**src/design/bilinear_resample_weights_macros.svh**
```systemverilog
// assertion helpers for the top design file
`ifndef BILINEAR_RESAMPLE_WEIGHTS_MACROS_SVH
`define BILINEAR_RESAMPLE_WEIGHTS_MACROS_SVH

// same-cycle implication, checked out of reset on aclk
`define BRW_ASSERT_NOW(lbl, ante, cons, msg) \
    lbl: assert property (@(posedge aclk) disable iff (!aresetn) (ante) |-> (cons)) \
        else $error(msg);

// next-cycle implication, checked out of reset on aclk
`define BRW_ASSERT_NEXT(lbl, ante, cons, msg) \
    lbl: assert property (@(posedge aclk) disable iff (!aresetn) (ante) |=> (cons)) \
        else $error(msg);

`endif

```
**src/design/brw_pkg.sv**
```systemverilog
package brw_pkg;

    // grid defaults
    localparam int GRID_COLS_DEF = 64;
    localparam int GRID_ROWS_DEF = 64;

    // field widths
    localparam int COORD_W = 32;
    localparam int INV_W   = 31;
    localparam int TAG_W   = 16;
    localparam int IDX_W   = 12;
    localparam int WT_W    = 17;
    localparam int AXW_W   = 16;
    // corner positions in half-pixel units
    localparam int HALF_W  = 36;

    // pipeline depth
    localparam int AXIS_STAGES  = 6;
    localparam int INDEX_STAGES = 3;
    localparam int NSTAGE       = AXIS_STAGES + INDEX_STAGES;

    // results per point
    localparam int NRES = 4;
    localparam logic [1:0] LAST_BEAT = 2'd3;

    localparam logic [INV_W-1:0] INV_RESET = 31'd65536;

    // register indexes on the configuration port
    localparam logic [2:0] REG_CENTER_X = 3'd0;
    localparam logic [2:0] REG_CENTER_Y = 3'd1;
    localparam logic [2:0] REG_INV_PIX  = 3'd2;
    localparam logic [2:0] REG_X_LOW    = 3'd3;
    localparam logic [2:0] REG_X_HIGH   = 3'd4;
    localparam logic [2:0] REG_Y_LOW    = 3'd5;
    localparam logic [2:0] REG_Y_HIGH   = 3'd6;

    // four results of one point
    typedef struct packed {
        logic [NRES-1:0][IDX_W-1:0] idx;
        logic [NRES-1:0][WT_W-1:0]  wt;
    } corner_set_t;

endpackage

```
**src/design/brw_axis.sv**
```systemverilog
// pixel coordinate and corner pair of one axis
module brw_axis
    import brw_pkg::*;
(
    input  logic                     aclk,
    input  logic [AXIS_STAGES-1:0]   en,
    input  logic signed [COORD_W-1:0] point,
    input  logic signed [COORD_W-1:0] centre,
    input  logic [INV_W-1:0]         inv,
    output logic signed [HALF_W-1:0] c1_half,
    output logic signed [HALF_W-1:0] c2_half,
    output logic [AXW_W-1:0]         w
);

    logic signed [COORD_W:0] d_reg;
    logic                    neg2_reg, neg3_reg, neg4_reg;
    logic [COORD_W:0]        dmag_reg;
    logic [46:0]             plo_reg;
    logic [47:0]             phi_reg;
    logic [47:0]             m_reg;
    logic [32:0]             r_reg;
    logic [AXW_W-1:0]        w5_reg, w6_reg;
    logic                    pos_reg;
    logic signed [HALF_W-1:0] c1_reg, c2_reg;
    logic signed [HALF_W-1:0] r2;

    assign r2 = HALF_W'({r_reg, 1'b0});

    always_ff @(posedge aclk) begin
        // offset from the grid centre
        if (en[0]) begin
            d_reg <= (COORD_W+1)'(point) - (COORD_W+1)'(centre);
        end
        // sign and magnitude
        if (en[1]) begin
            neg2_reg <= d_reg[COORD_W];
            dmag_reg <= d_reg[COORD_W] ? (COORD_W+1)'(-d_reg) : (COORD_W+1)'(d_reg);
        end
        // partial products against the inverse pixel size
        if (en[2]) begin
            neg3_reg <= neg2_reg;
            plo_reg  <= 47'(dmag_reg[15:0]) * 47'(inv);
            phi_reg  <= 48'(dmag_reg[32:16]) * 48'(inv);
        end
        // magnitude of the pixel coordinate, Q.16
        if (en[3]) begin
            neg4_reg <= neg3_reg;
            m_reg    <= phi_reg + 48'(plo_reg[46:16]);
        end
        // rounded magnitude and axis weight
        if (en[4]) begin
            r_reg   <= {1'b0, m_reg[47:16]} + 33'(m_reg[15]);
            w5_reg  <= {~m_reg[15], m_reg[14:0]};
            pos_reg <= !neg4_reg && (m_reg != 48'd0);
        end
        // corner positions, odd numbers of half pixels
        if (en[5]) begin
            w6_reg <= w5_reg;
            if (pos_reg) begin
                c1_reg <= r2 - HALF_W'(1);
                c2_reg <= r2 + HALF_W'(1);
            end else begin
                c1_reg <= HALF_W'(1) - r2;
                c2_reg <= -HALF_W'(1) - r2;
            end
        end
    end

    assign c1_half = c1_reg;
    assign c2_half = c2_reg;
    assign w       = w6_reg;

endmodule

```
**config.mk**
```make
export PLATFORM = sky130hd
export DESIGN_NAME = brw_axis
export DESIGN_NICKNAME = d
export VERILOG_FILES = /design/src/design/bilinear_resample_weights_macros.svh /design/src/design/brw_pkg.sv /design/src/design/brw_axis.sv
export SDC_FILE = /design/constraint.sdc
export NUM_CORES = 2
export LEC_CHECK = 0
export ABC_CLOCK_PERIOD_IN_PS = 8150
export BUFFER_PORTS_ARGS = -buffer_cell sky130_fd_sc_hd__clkbuf_2
export CAP_MARGIN = 20
export CORE_ASPECT_RATIO = 2
export CORE_MARGIN = 2
export CORE_UTILIZATION = 40
export CTS_BUF_LIST = sky130_fd_sc_hd__clkbuf_4 sky130_fd_sc_hd__clkbuf_8 sky130_fd_sc_hd__clkbuf_16
export DETAILED_ROUTE_END_ITERATION = 10
export GPL_ROUTABILITY_DRIVEN = 0
export PLACE_DENSITY_LB_ADDON = 0.12
export SKIP_LAST_GASP = 1
export SLEW_MARGIN = 15
export SYNTH_ARGS = -nofsm -noshare
export SYNTH_HDL_FRONTEND = slang
export SYNTH_SLANG_ARGS = --single-unit
```
**constraint.sdc**
```tcl
create_clock -name aclk -period 8.15 [get_ports aclk]
set_clock_uncertainty 0.2 [all_clocks]
set_input_delay 1.2225 -clock aclk [delete_from_list [all_inputs] [get_ports aclk]]
set_output_delay 1.2225 -clock aclk [all_outputs]
set_load 0.02 [all_outputs]
```
==> flow_metrics.tcl <==
set metrics [dict create \
    status "completed" \
    boundaryPins 190 \
    grt.overflow.total 0 \
    place_inst 6647 \
    cts_tree "yes" \
    cpPeakStageDelay_ns 0.56 \
    clock_latency_ns 0.59 \
    antenna_left 0 \
    die_h_um 491 \
    worst_pin_slew_ns 1.03 \
    wl_per_cell_um 19.8 \
    r2r_slack_ns 0.51 \
    via_per_inst 5.04 \
    r2r_end "plo_reg[41]" \
    finalCriticalPeriod_ns 7.72 \
    synthFlopType "edfxtp_1" \
    setup_tns_ns 0 \
    fp.dieW_um 248 \
    drive_gt1_share_pct 10.4 \
    crit_fanout 14 \
    drc 0 \
    synth_edf_count 331 \
    area_delta_synth_final_pct 11.6 \
    num_vias 33837 \
    critical_path_class "primary input to flop" \
    synth-async-reset-ratio_pct 0 \
    regArea_um2 9940 \
    cts_buffer_depth 3 \
    multi_input_area_um2 32900 \
    seq_area_frac_synth_pct 20.9 \
    worstHoldStart "w5_reg[2]" \
    grt_pass1_wl_mm 207 \
    cts_max_level 2 \
    maxCapViolCount 0 \
    numCtsBuffers 35 \
    cp.arrival_ns 7.85 \
    fin_crit_sh_pct 94.7 \
    setup_viol 0 \
    cts_sinks 331 \
    core.rowCount 178 \
    port_buffers 187 \
    cpLargestDelayFamily "adder cells" \
    first_pass_iters 8 \
    rr_startpoint "dmag_reg[1]" \
    wl_mm 133 \
    end_kind "flop" \
    finalNetCount 6400 \
    rsz0062_at_grt "no" \
    clockRootBuffer "clkbuf_16" \
    fillers 11517 \
    grt_antenna_before_repair 4 \
    die_area_um2 122000 \
    hp-class "flop to flop" \
    clock.fmax_mhz 130 \
    critPathSlowestCell "fa_1" \
    core_um2 118000 \
    whs_endpoint "w[2]" \
    cts.clk_slew.worst_paths_ns 0.06 \
    setup.worst_path.start_class "primary input" \
    cts.repair.resized 0 \
    drt_iter0_markers 1279 \
    avgSynthCellArea_um2 9.75 \
    slew_violations 0 \
    syn_inst 4866 \
    worstRegToRegCells 24 \
    hold_path_depth 0 \
    synth_cell_types 72 \
    initial_core_util_pct 40.4 \
    ys_seq_elements 331 \
    final_cells 6708 \
    syn_area_um2 47500 \
    final_cell_mix "inv_1 (1,018), fa_1 (839), nand2_1 (726), and2_1 (409), edfxtp_1 (331)" \
    utilization_pct 45.0 \
    slew_headroom_pct 31.5 \
    ctsHoldBuffers 0 \
    grt_pass1_vias 37983 \
    cp_num_buf_inv 8 \
    hold_violations 0 \
    cpMostUsedCell "fa_1" \
    grt_usage_pct 22.6 \
    crit_cells 25 \
    yosysWarnings 0 \
    crit_required_ns 8.28 \
    post-dp-hpwl_mm 113 \
    cts_setup_buffers 0 \
    mostFrequentLayoutCell "inv_1" \
    grt_max_degree 72 \
]
[synth_stat cells (31+ instances only)]
master	number	area, um2
nor3_1	35	175
inv_1	1018	3820
a21oi_1	121	606
ha_1	305	3820
fa_1	839	16800
xor2_1	73	639
edfxtp_1	331	9940
a21o_1	73	548
clkbuf_1	211	792
o21ai_0	76	380
xnor2_1	198	1730
nand2_1	726	2730
and3_1	31	194
and2_1	409	2560
nor2_1	85	319
nand3_1	48	240
[worst max-delay path by stage]
stage | startpoint | endpoint | slack, ns
after CTS | inv[10] | phi_reg[38] | 0.45
after global routing | inv[10] | phi_reg[38] | 0.05
after global placement | inv[10] | phi_reg[38] | -0.08
after detailed placement | inv[10] | phi_reg[38] | -0.17
final | inv[5] | plo_reg[46] | 0.43
after floorplan | inv[18] | plo_reg[43] | 0.56
[logic make-up (layout without fill, tap and decap cells)]
family / Yosys count / in the layout / share of synthesized area, %
adder cells (fa/ha/maj): 1144 / 1144 / 43.4
XOR/XNOR: 271 / 271 / 5.00
flip-flops: 331 / 331 / 20.9
other: 1 / 3 / 0.00790
AO/OA/AOI/OAI: 413 / 413 / 5.71
buffers and inverters: 1233 / 1543 / 9.78
AND/OR/NAND/NOR: 1473 / 1473 / 15.1
[metal layers]
layer | global-route usage [%] | up-vias | part of all wire (%)
met4 | 11.6 | 4 | 6.2
met5 | 0 | - | 0.017
li1 | - | 15508 | -
met1 | 21.6 | 17161 | 33
met2 | 46.0 | 835 | 58
met3 | 1.92 | 329 | 3.1
[stage by stage]
stage | hold WS, ns | cell area (um2) | setup slack, ns
after CTS | 0.215 | 53000 | 0.452
after global placement | 0.202 | 51800 | -0.0791
after detailed placement | 0.205 | 51800 | -0.172
final | 0.214 | 53000 | 0.435
after global routing | 0.227 | 53000 | 0.0500
after floorplan | 0.200 | 47500 | 0.564
[final cells by class]
| type | instances | share of cell area (%) |
|---|---|---|
| Clock buffer | 40 | 1.76 |
| Inverter | 1018 | 7.22 |
| Sequential cell | 331 | 18.8 |
| Antenna cell | 1 | 0.00473 |
| Clock inverter | 20 | 0.432 |
| Multi-Input combinational cell | 3303 | 62.1 |
| Tap cell | 1530 | 3.61 |
| Timing Repair Buffer | 465 | 6.11 |
Power is not shown: default switching activity piles up to over one toggle a cycle in this logic, so the estimate is an artifact.
