==> config.mk <==
export PLATFORM = sky130hd
export DESIGN_NAME = brw_serial
export DESIGN_NICKNAME = d
export VERILOG_FILES = /design/src/design/bilinear_resample_weights_macros.svh /design/src/design/brw_pkg.sv /design/src/design/brw_serial.sv
export SDC_FILE = /design/constraint.sdc
export NUM_CORES = 1
export LEC_CHECK = 0
export ABC_AREA = 1
export ABC_CLOCK_PERIOD_IN_PS = 5300
export BUFFER_PORTS_ARGS = -buffer_cell sky130_fd_sc_hd__buf_4
export CAP_MARGIN = 20
export CORE_MARGIN = 5
export CORE_UTILIZATION = 35
export CTS_BUF_LIST = sky130_fd_sc_hd__clkbuf_4
export DETAILED_ROUTE_END_ITERATION = 16
export GPL_TIMING_DRIVEN = 0
export PLACE_DENSITY = 0.6
export SYNTH_ARGS = -nofsm -noshare
export SYNTH_HDL_FRONTEND = slang
export SYNTH_SLANG_ARGS = --single-unit
==> constraint.sdc <==
create_clock -name aclk -period 5.3 [get_ports aclk]
set_input_delay 0.53 -clock aclk [delete_from_list [all_inputs] [get_ports aclk]]
set_output_delay 0.53 -clock aclk [all_outputs]
set_load 0.01 [all_outputs]
==> src/design/bilinear_resample_weights_macros.svh <==
// assertion helpers for the top design file
`ifndef BILINEAR_RESAMPLE_WEIGHTS_MACROS_SVH
`define BILINEAR_RESAMPLE_WEIGHTS_MACROS_SVH

// same-cycle implication, checked out of reset on aclk
`define BRW_ASSERT_NOW(lbl, ante, cons, msg) \
    lbl: assert property (@(posedge aclk) disable iff (!aresetn) (ante) |-> (cons)) \
        else $error(msg);

// next-cycle implication, checked out of reset on aclk
`define BRW_ASSERT_NEXT(lbl, ante, cons, msg) \
    lbl: assert property (@(posedge aclk) disable iff (!aresetn) (ante) |=> (cons)) \
        else $error(msg);

`endif

==> src/design/brw_pkg.sv <==
package brw_pkg;

    // grid defaults
    localparam int GRID_COLS_DEF = 64;
    localparam int GRID_ROWS_DEF = 64;

    // field widths
    localparam int COORD_W = 32;
    localparam int INV_W   = 31;
    localparam int TAG_W   = 16;
    localparam int IDX_W   = 12;
    localparam int WT_W    = 17;
    localparam int AXW_W   = 16;
    // corner positions in half-pixel units
    localparam int HALF_W  = 36;

    // pipeline depth
    localparam int AXIS_STAGES  = 6;
    localparam int INDEX_STAGES = 3;
    localparam int NSTAGE       = AXIS_STAGES + INDEX_STAGES;

    // results per point
    localparam int NRES = 4;
    localparam logic [1:0] LAST_BEAT = 2'd3;

    localparam logic [INV_W-1:0] INV_RESET = 31'd65536;

    // register indexes on the configuration port
    localparam logic [2:0] REG_CENTER_X = 3'd0;
    localparam logic [2:0] REG_CENTER_Y = 3'd1;
    localparam logic [2:0] REG_INV_PIX  = 3'd2;
    localparam logic [2:0] REG_X_LOW    = 3'd3;
    localparam logic [2:0] REG_X_HIGH   = 3'd4;
    localparam logic [2:0] REG_Y_LOW    = 3'd5;
    localparam logic [2:0] REG_Y_HIGH   = 3'd6;

    // four results of one point
    typedef struct packed {
        logic [NRES-1:0][IDX_W-1:0] idx;
        logic [NRES-1:0][WT_W-1:0]  wt;
    } corner_set_t;

endpackage

==> src/design/brw_serial.sv <==
// holds one point's results and hands them out one beat at a time
module brw_serial
    import brw_pkg::*;
(
    input  logic              aclk,
    input  logic              aresetn,
    input  logic              in_valid,
    output logic              in_ready,
    input  logic [TAG_W-1:0]  in_tag,
    input  corner_set_t       in_set,
    output logic              m_tvalid,
    input  logic              m_tready,
    output logic [47:0]       m_tdata,
    output logic              m_tlast
);

    logic              busy_reg, busy_next;
    logic [1:0]        cnt_reg, cnt_next;
    logic [TAG_W-1:0]  tag_reg;
    corner_set_t       set_reg;
    logic              load;

    assign in_ready = !busy_reg || (m_tready && cnt_reg == LAST_BEAT);
    assign load     = in_valid && in_ready;

    // beat counter
    always_comb begin
        busy_next = busy_reg;
        cnt_next  = cnt_reg;
        if (load) begin
            busy_next = 1'b1;
            cnt_next  = 2'd0;
        end else if (busy_reg && m_tready) begin
            if (cnt_reg == LAST_BEAT) begin
                busy_next = 1'b0;
            end
            cnt_next = cnt_reg + 2'd1;
        end
    end

    always_ff @(posedge aclk) begin
        if (!aresetn) begin
            busy_reg <= 1'b0;
            cnt_reg  <= 2'd0;
        end else begin
            busy_reg <= busy_next;
            cnt_reg  <= cnt_next;
        end
        if (load) begin
            tag_reg <= in_tag;
            set_reg <= in_set;
        end
    end

    // output beat
    assign m_tvalid = busy_reg;
    assign m_tlast  = (cnt_reg == LAST_BEAT);
    assign m_tdata  = {3'b000, set_reg.wt[cnt_reg], set_reg.idx[cnt_reg], tag_reg};

endmodule

==> results of run 1 <==
[logic make-up after synthesis]
kind of cell    share of synthesized area (%)
flops                                    75.2
compound gates                           6.08
simple gates                             13.2
buf+inv                                  5.24
fa+ha+maj                               0.234
other cells                            0.0701
[final timing paths]
check | startpoint | to | slack (ns) | cells past startpoint
worst max register to register | cnt_reg[1] | set_reg[8] | 3.07 | 6
worst min register to register | m_tvalid | m_tvalid | 0.64 | 2
worst max-delay path | cnt_reg[1] | m_tdata[30] | 2.95 | 4
worst min-delay path | in_tag[3] | tag_reg[3] | 0.18 | 1
[metal layers]
metal	vias to the layer above	track usage (%)
met5	-	0
met4	0	3.94
met3	7	5.78
met2	132	23.7
met1	1688	18.6
li1	1801	-
[per-stage QoR]
stage / instance area, sq um / util [%] / total power [mW]
final: 7290 / 48.3 / 2.19
after CTS: 7290 / 48.3 / 2.23
after floorplan: 5360 / - / 1.38
after global routing: 7290 / 48.3 / 2.31
after global placement: 6970 / 46.2 / 1.53
after detailed placement: 7000 / 46.4 / 1.53
[cell type report]
cell class,count,area share [%]
tap,188,3.23
clock inverter,15,2.26
buffer,22,2.09
multi-input combinational,221,14.4
timing repair buffer,184,19.2
clock buffer,17,1.75
inverter,34,1.82
sequential,135,55.2
[placed cells by master (no fill, tap or decap), types with 3 or more instances in the layout]
| master | instances |
|---|---|
| buf_6 | 4 |
| buf_2 | 8 |
| inv_1 | 32 |
| o211ai_1 | 9 |
| edfxtp_1 | 132 |
| dfxtp_1 | 3 |
| inv_6 | 6 |
| clkinv_4 | 3 |
| conb_1 | 3 |
| buf_4 | 191 |
| nand2_1 | 183 |
| clkbuf_4 | 17 |
| o211ai_2 | 20 |
[worst max-delay path, stage by stage, from the launching register on]
cell and delay [ns]:
dfxtp_1 0.46, clkbuf_1 0.51, nand2_1 0.14, nand2_1 0.09, buf_4 0.12
[power by group through the flow]
stage	combinational [mW]	sequential (mW)	clock [mW]
detailed placement	0.247	1.28	0
CTS	0.248	1.26	0.722
floorplan	0.0943	1.29	0
finish	0.243	1.26	0.691
global placement	0.240	1.29	0
global route	0.267	1.26	0.778
==> flow_summary.toml, run 1 <==
[run_status]
status = "completed"

[placement]
port_buffers = 183
detailed_place_hpwl_um = 9180
dp_cells = 784
post-place-ws_ns = 3.05
gp_congestion = 0.763

[cells_and_area]
nFillCells = 1374
seq_area_sq_mm = 0.00402
largest_reg_flops = 116
fin_cells = 816
antenna_cells = 0
synthToLayoutAreaGrowth_pct = 36.3
final_nets = 752
multi_input_area_sq_mm = 0.00105
drive_gt1_share_pct = 40.9

[global_routing]
grt_max_degree = 68
grt.total_usage_pct = 14.7
antenna_found_initial = 0
grt_pass1_vias = 3718
grt_overflow_total = 0
grt_pass1_wl_um = 19800

[die]
rows = 45
io_pins = 187
die_width_um = 134
core_sq_mm = 0.0151
die_h_um = 134
start_util_pct = 35.5
dieArea_sq_mm = 0.0179

[clock_tree]
cts_root_buf = "clkbuf_4"
postCtsSetupBuffers = 0
cts_buffers = 17
cts_resized = 0
ctsHoldBuffers = 0
cts_sinks = 135
path_clk_slew_ns = 0.13
cts_tree = "yes"
h-tree-depth = 4
clk-insertion-delay-late_ns = 0.51
clockBufferDepth = 2

[routing]
met3_length_um = 963
top_layer_used = "met4"
wl_met1_um = 5580
drt-total-wl_um = 13000
drc = 0
drt_first_pass_iters = 4
wl_met2_um = 6350
drt-vias-per-instance = 4.45
drt_iter0_markers = 215
ant_nets = 0
vias = 3628
wl_per_cell_um = 15.9

[yosys]
ys_top_cells_by_count = "nand2_1 (183), edfxtp_1 (132), inv_1 (33)"
synth_area_leaders = "edfxtp_1 (74%), nand2_1 (13%), o211ai_2 (4.7%)"
ys_warn_count = 0
syn_avg_cell_area_sq_um = 13.0
syn_inst = 410
ys_seq_elements = 135
syn-cell-area_sq_mm = 0.00535
synthArstFlopShare_pct = 0
ys_seq_area_share_pct = 75.2
ys_types = 16
synth_top_cell_area_share_pct = 74.1
synth.most_common_cell = "nand2_1"
synth.largest_area_cell = "edfxtp_1"
ys.flop_type = "edfxtp_1"
synth_edf_count = 132

[setup_path]
start_kind = "flip-flop"
required_ns = 4.77
cp-end-kind = "output port"
cp_max_fo = 10
critical_path_class = "flip-flop to output port"
arrival_ns = 1.82

[worst_hold_path]
hp-class = "input pin to flip-flop"

[sta]
slew_headroom_pct = 59.2
hold_violations = 0
clock_skew_ns = 0.0234
worst_slack_ns = 2.95
worst-slew-pin-transition_ns = 0.612
period_share_pct = 44.3
min_period_ns = 2.35
fin_setup_tns_ns = 0
fmax_ghz = 0.426
setup_viol = 0
finalMaxSlewViolations = 0
whs_ns = 0.178
rsz0062_at_grt = "no"

[power_and_ir_drop]
p_comb_share_pct = 11.1
ir_worst_vdd_uv = 211
p_leak_nw = 3.16
clkPwrFrac_pct = 31.6
intPower_mw = 1.66
netSwitchingFraction_pct = 24.3
p_seq_share_pct = 57.4
switching_power_mw = 0.532
power.density_mw_per_mm2 = 301

[flow_run]
cap_violations = 0
No activity file was read; power rests on OpenSTA's default activity.
==> inputs of run 2 (changes only) <==
--- a/config.mk
+++ b/config.mk
@@ -5,8 +5,8 @@
 export SDC_FILE = /design/constraint.sdc
 export NUM_CORES = 1
 export LEC_CHECK = 0
-export ABC_AREA = 1
-export ABC_CLOCK_PERIOD_IN_PS = 5300
+export ABC_AREA = 0
+export ABC_CLOCK_PERIOD_IN_PS = 2340
 export BUFFER_PORTS_ARGS = -buffer_cell sky130_fd_sc_hd__buf_4
 export CAP_MARGIN = 20
 export CORE_MARGIN = 5
@@ -14,7 +14,7 @@
 export CTS_BUF_LIST = sky130_fd_sc_hd__clkbuf_4
 export DETAILED_ROUTE_END_ITERATION = 16
 export GPL_TIMING_DRIVEN = 0
-export PLACE_DENSITY = 0.6
+export PLACE_DENSITY = 0.61
 export SYNTH_ARGS = -nofsm -noshare
 export SYNTH_HDL_FRONTEND = slang
 export SYNTH_SLANG_ARGS = --single-unit
==> constraint.sdc (replaced) <==
create_clock -name aclk -period 2.34 [get_ports aclk]
set_input_delay 0.234 -clock aclk [delete_from_list [all_inputs] [get_ports aclk]]
set_output_delay 0.234 -clock aclk [all_outputs]
set_load 0.01 [all_outputs]
==> run 2 against run 1 <==
The flow now stops in 4_1_cts. Synthesized area shrank 9.3%. Synthesized cell count shrank 55%.
==> flow_summary.toml, run 2 <==
[run_status]
status = "stopped before the end"
haltStage = "4_1_cts"
error = "[ERROR RSZ-0060] Max buffer count reached."

[yosys]
synth.largest_area_cell = "edfxtp_1"
synth_area_leaders = "edfxtp_1 (82%), mux4_2 (13%), dfxtp_1 (1.2%)"
syn-cell-area_sq_mm = 0.00485
syn_avg_cell_area_sq_um = 26.1
ys_seq_elements = 135
synth.most_common_cell = "edfxtp_1"
synth_edf_count = 132
ys.flop_type = "edfxtp_1"
synth_top_cell_area_share_pct = 81.7
ys_warn_count = 0
ys_seq_area_share_pct = 82.9
ys_top_cells_by_count = "edfxtp_1 (132), mux4_2 (28), buf_4 (4)"
ys_types = 18
syn_inst = 186
synthArstFlopShare_pct = 0

[die]
start_util_pct = 35.4
io_pins = 187
rows = 43
die_width_um = 128
die_h_um = 128

[placement]
gp_congestion = 0.745
detailed_place_hpwl_um = 7330
port_buffers = 183
dp_cells = 552

[clock_tree]
postCtsSetupBuffers = 0
cts_sinks = 135
cts_root_buf = "clkbuf_4"
h-tree-depth = 4
cts_resized = 0
ctsHoldBuffers = 118
cts_buffers = 17
clockBufferDepth = 2
[run 2: changes by cell type after synthesis, sizes merged, moves of 3 or more]
cell / before / now
mux4: 0 / 29
inv: 34 / 2
a21bo: 0 / 3
nand2: 183 / 0
o211ai: 29 / 0
buf: 20 / 7
[run 2: per-stage QoR]
stage / setup WS [ns] / area, sq um
3_5_place_dp: -0.0919 / 6490
3_3_place_gp: -0.308 / 6460
2_1_floorplan: 0.0423 / 4860
[run 2: kinds of logic after synthesis]
logic type,Yosys count,share of synthesized area [%]
simple gates,3,0.387
fa+ha+maj,1,0.258
other cells,1,0.0773
buf+inv,11,1.62
compound gates,6,1.21
mux,29,13.5
flops,135,82.9
==> inputs of run 3 (changes only) <==
--- a/config.mk
+++ b/config.mk
@@ -10,11 +10,10 @@
 export BUFFER_PORTS_ARGS = -buffer_cell sky130_fd_sc_hd__buf_4
 export CAP_MARGIN = 20
 export CORE_MARGIN = 5
-export CORE_UTILIZATION = 35
-export CTS_BUF_LIST = sky130_fd_sc_hd__clkbuf_4
+export CORE_UTILIZATION = 20
 export DETAILED_ROUTE_END_ITERATION = 16
 export GPL_TIMING_DRIVEN = 0
-export PLACE_DENSITY = 0.61
+export PLACE_DENSITY_LB_ADDON = 0.15
 export SYNTH_ARGS = -nofsm -noshare
 export SYNTH_HDL_FRONTEND = slang
 export SYNTH_SLANG_ARGS = --single-unit
==> run 3 against run 2 <==
The run now ends clean. Synthesized cell count unchanged. Synthesized area unchanged.
==> flow_summary.toml, run 3 <==
[run_status]
status = "completed"

[setup_path]
arrival_ns = 1.98
required_ns = 2.11
worst-path-buf-inv = 2
r2r-end = "set_reg[114]"
crit_path_start = "cnt_reg[1]"
path_delay_family = "buffers and inverters"
reg2reg_depth = 4
r2r-start = "cnt_reg[0]"
cp-end-kind = "output port"
rrSetupSlack_ns = 0.31
critPathMaxStageDelay_ns = 0.60
cp_max_fo = 10
critical_path_class = "flip-flop to output port"
slowest_stage = "clkbuf_1"
start_kind = "flip-flop"
crit_chain = "clkbuf_1 > mux4_2 > buf_4"

[sta]
clock_skew_ns = 0.00910
rsz0062_at_grt = "no"
hold_violations = 0
finalMaxSlewViolations = 0
fmax_ghz = 0.453
period_share_pct = 94.4
slew_headroom_pct = 49.2
setup_viol = 0
min_period_ns = 2.21
worst_slack_ns = 0.131
worst-slew-pin-transition_ns = 0.762

[cells_and_area]
nFillCells = 2331
drive_gt1_share_pct = 47.7
mostFrequentLayoutCell = "buf_4"
fin_area_sq_mm = 0.00862
final_nets = 661
synthToLayoutAreaGrowth_pct = 77.7
largest_reg_flops = 116
fin_cells = 861
antenna_cells = 0
final_cell_mix = "buf_4 (187), dlygate4sd3_1 (132), edfxtp_1 (132)"

[die]
io_pins = 187
rows = 57
die_width_um = 166
start_util_pct = 20.1
dieArea_sq_mm = 0.0275
die_h_um = 166
core_sq_mm = 0.0241

[global_routing]
grt.met3_usage_pct = 3.64
met1_usage_pct = 10.7
use_met2_pct = 15.8
grt.total_usage_pct = 9.34
grt_max_degree = 63
grt.busiest_layer = "met2"
antenna_found_initial = 0
grt_pass1_vias = 3699
grt_overflow_total = 0
grt_pass1_wl_um = 19900

[routing]
vias = 3143
drt_iter0_markers = 103
drt_first_pass_iters = 4
ant_nets = 0
drc = 0
wl_per_cell_um = 14.7
drt-vias-per-instance = 3.65
drt-total-wl_um = 12700

[yosys]
ys.flop_type = "edfxtp_1"
synthArstFlopShare_pct = 0
ys_types = 18
syn_avg_cell_area_sq_um = 26.1
ys_top_cells_by_count = "edfxtp_1 (132), mux4_2 (28), buf_4 (4)"
synth.most_common_cell = "edfxtp_1"
ys_seq_elements = 135
ys_seq_area_share_pct = 82.9
synth_edf_count = 132
synth_area_leaders = "edfxtp_1 (82%), mux4_2 (13%), dfxtp_1 (1.2%)"
syn-cell-area_sq_mm = 0.00485
synth_top_cell_area_share_pct = 81.7
synth.largest_area_cell = "edfxtp_1"
syn_inst = 186
ys_warn_count = 0

[placement]
port_buffers = 183
gp_congestion = 0.696
detailed_place_hpwl_um = 8330
dp_cells = 697
placed_area_sq_mm = 0.00670
post-place-ws_ns = 0.261

[power_and_ir_drop]
p_leak_nw = 3.27
power.density_mw_per_mm2 = 726
ir_worst_vdd_uv = 395

[flow_run]
cap_violations = 0

[worst_hold_path]
hold_depth = 2
hold_end = "cnt_reg[0]"
hp-class = "input pin to flip-flop"
min_from = "in_valid"

[clock_tree]
cts_root_buf = "clkbuf_16"
cts_tree = "yes"
postCtsSetupBuffers = 0
cts_sinks = 135
path_clk_slew_ns = 0.06
clk-insertion-delay-late_ns = 0.41
h-tree-depth = 4
cts_buffers = 17
clockBufferDepth = 2
==> run 3: cell counts after synthesis <==
Identical to the previous run, type by type.
==> run 3: area by class of cell <==
cell class | instances | area, sq um | share of cell area [%]
clock buffer | 18 | 429 | 4.98
tap | 324 | 405 | 4.70
inverter | 2 | 7.51 | 0.0871
sequential | 135 | 4020 | 46.7
multi-input combinational | 42 | 761 | 8.82
timing repair buffer | 317 | 2750 | 31.9
clock inverter | 14 | 174 | 2.02
buffer | 9 | 72.6 | 0.842
==> run 3: layer usage <==
metal	part of all wire, %	routed length [um]
met1	40	5120
met2	51	6500
met3	6.8	868
met4	1.6	199
met5	0	0
==> run 3: cell families (layout without fill, tap and decap cells) <==
kind of cell	count (synthesis)	after routing	synth area share (%)
DFF	135	135	82.9
muxes	29	29	13.5
buffers and inverters	11	360	1.62
AOI/OAI and AO/OA	6	6	1.21
and+or+nand+nor	3	3	0.387
adders and majority gates	1	1	0.258
other	1	3	0.0773
==> run 3: how the worst max path moves through the flow <==
stage / endpoint / slack (ns) / cells after the start
detailed placement: set_reg[88] / 0.26 / 4
finish: m_tdata[41] / 0.13 / 3
global placement: set_reg[84] / -0.44 / 3
global route: m_tdata[41] / 0.003 / 3
floorplan: set_reg[0] / 0.04 / 3
CTS: m_tdata[33] / 0.02 / 3
==> run 3: where the power goes <==
group / switching (mW) / internal [mW]
sequential: 0.0325 / 2.81
combinational: 0.224 / 0.430
clock: 1.07 / 1.69
total: 1.33 / 4.93
==> run 3: worst register-to-register path: stages (launching register included) <==
cell and delay (ns):
dfxtp_1 0.49, ha_1 0.23, a21bo_2 0.19, and2_4 0.40
buf_16 0.32
==> run 3: what timing repair did <==
item,in CTS,in global routing
hold endpoints to repair,132,0
setup endpoints to repair,0,10
gates resized for setup,0,3
hold buffers,132,0
==> run 3: metrics by stage <==
stage	util (%)	hold WS, ns	power [mW]	TNS [ns]
floorplan	-	0.321	3.06	0
global placement	27.6	0.412	3.36	-56.05
detailed placement	27.8	0.413	3.38	0
CTS	35.8	0.0110	6.37	0
global route	35.8	0.0216	6.53	0
finish	35.8	0.0346	6.26	0
==> inputs of run 4 (changes only) <==
--- a/config.mk
+++ b/config.mk
@@ -6,11 +6,10 @@
 export NUM_CORES = 1
 export LEC_CHECK = 0
 export ABC_AREA = 0
-export ABC_CLOCK_PERIOD_IN_PS = 2340
 export BUFFER_PORTS_ARGS = -buffer_cell sky130_fd_sc_hd__buf_4
 export CAP_MARGIN = 20
 export CORE_MARGIN = 5
-export CORE_UTILIZATION = 20
+export CORE_UTILIZATION = 36
 export DETAILED_ROUTE_END_ITERATION = 16
 export GPL_TIMING_DRIVEN = 0
 export PLACE_DENSITY_LB_ADDON = 0.15
==> run 4 against run 3 <==
The run now fails in 4_1_cts. Synthesized cell count stayed put. Synthesized area unchanged.
==> flow_summary.toml, run 4 <==
[run_status]
status = "stopped before the end"
haltStage = "4_1_cts"
error = "[ERROR RSZ-0060] Max buffer count reached."

[yosys]
ys.flop_type = "edfxtp_1"
ys_seq_elements = 135
ys_warn_count = 0
syn_inst = 186
ys_top_cells_by_count = "edfxtp_1 (132), mux4_2 (28), buf_4 (4)"
syn_avg_cell_area_sq_um = 26.1
syn-cell-area_sq_mm = 0.00485
synth_edf_count = 132
ys_types = 18
synth.most_common_cell = "edfxtp_1"
synthArstFlopShare_pct = 0
ys_seq_area_share_pct = 82.9
synth_area_leaders = "edfxtp_1 (82%), mux4_2 (13%), dfxtp_1 (1.2%)"
synth_top_cell_area_share_pct = 81.7
synth.largest_area_cell = "edfxtp_1"

[clock_tree]
cts_root_buf = "clkbuf_16"
cts_buffers = 17
cts_resized = 0
clockBufferDepth = 2
postCtsSetupBuffers = 0
cts_sinks = 135
h-tree-depth = 4
ctsHoldBuffers = 117

[die]
die_width_um = 126
rows = 42
start_util_pct = 36.6
die_h_um = 126
io_pins = 187

[placement]
placed_area_sq_mm = 0.00648
gp_congestion = 0.712
post-place-ws_ns = -0.0403
dp_cells = 548
port_buffers = 183
detailed_place_hpwl_um = 7410
## run 4: cell counts after synthesis
No cell type changed its count.
## run 4: cell families after synthesis
logic type	synth area share, %
compound gates	1.21
fa+ha+maj	0.258
buf+inv	1.62
flops	82.9
mux	13.5
other cells	0.0773
simple gates	0.387
## run 4: stage by stage
step	hold WS, ns	setup TNS [ns]
after detailed placement	0.413	-2.53
after floorplan	0.321	0
after global placement	0.412	-36.11
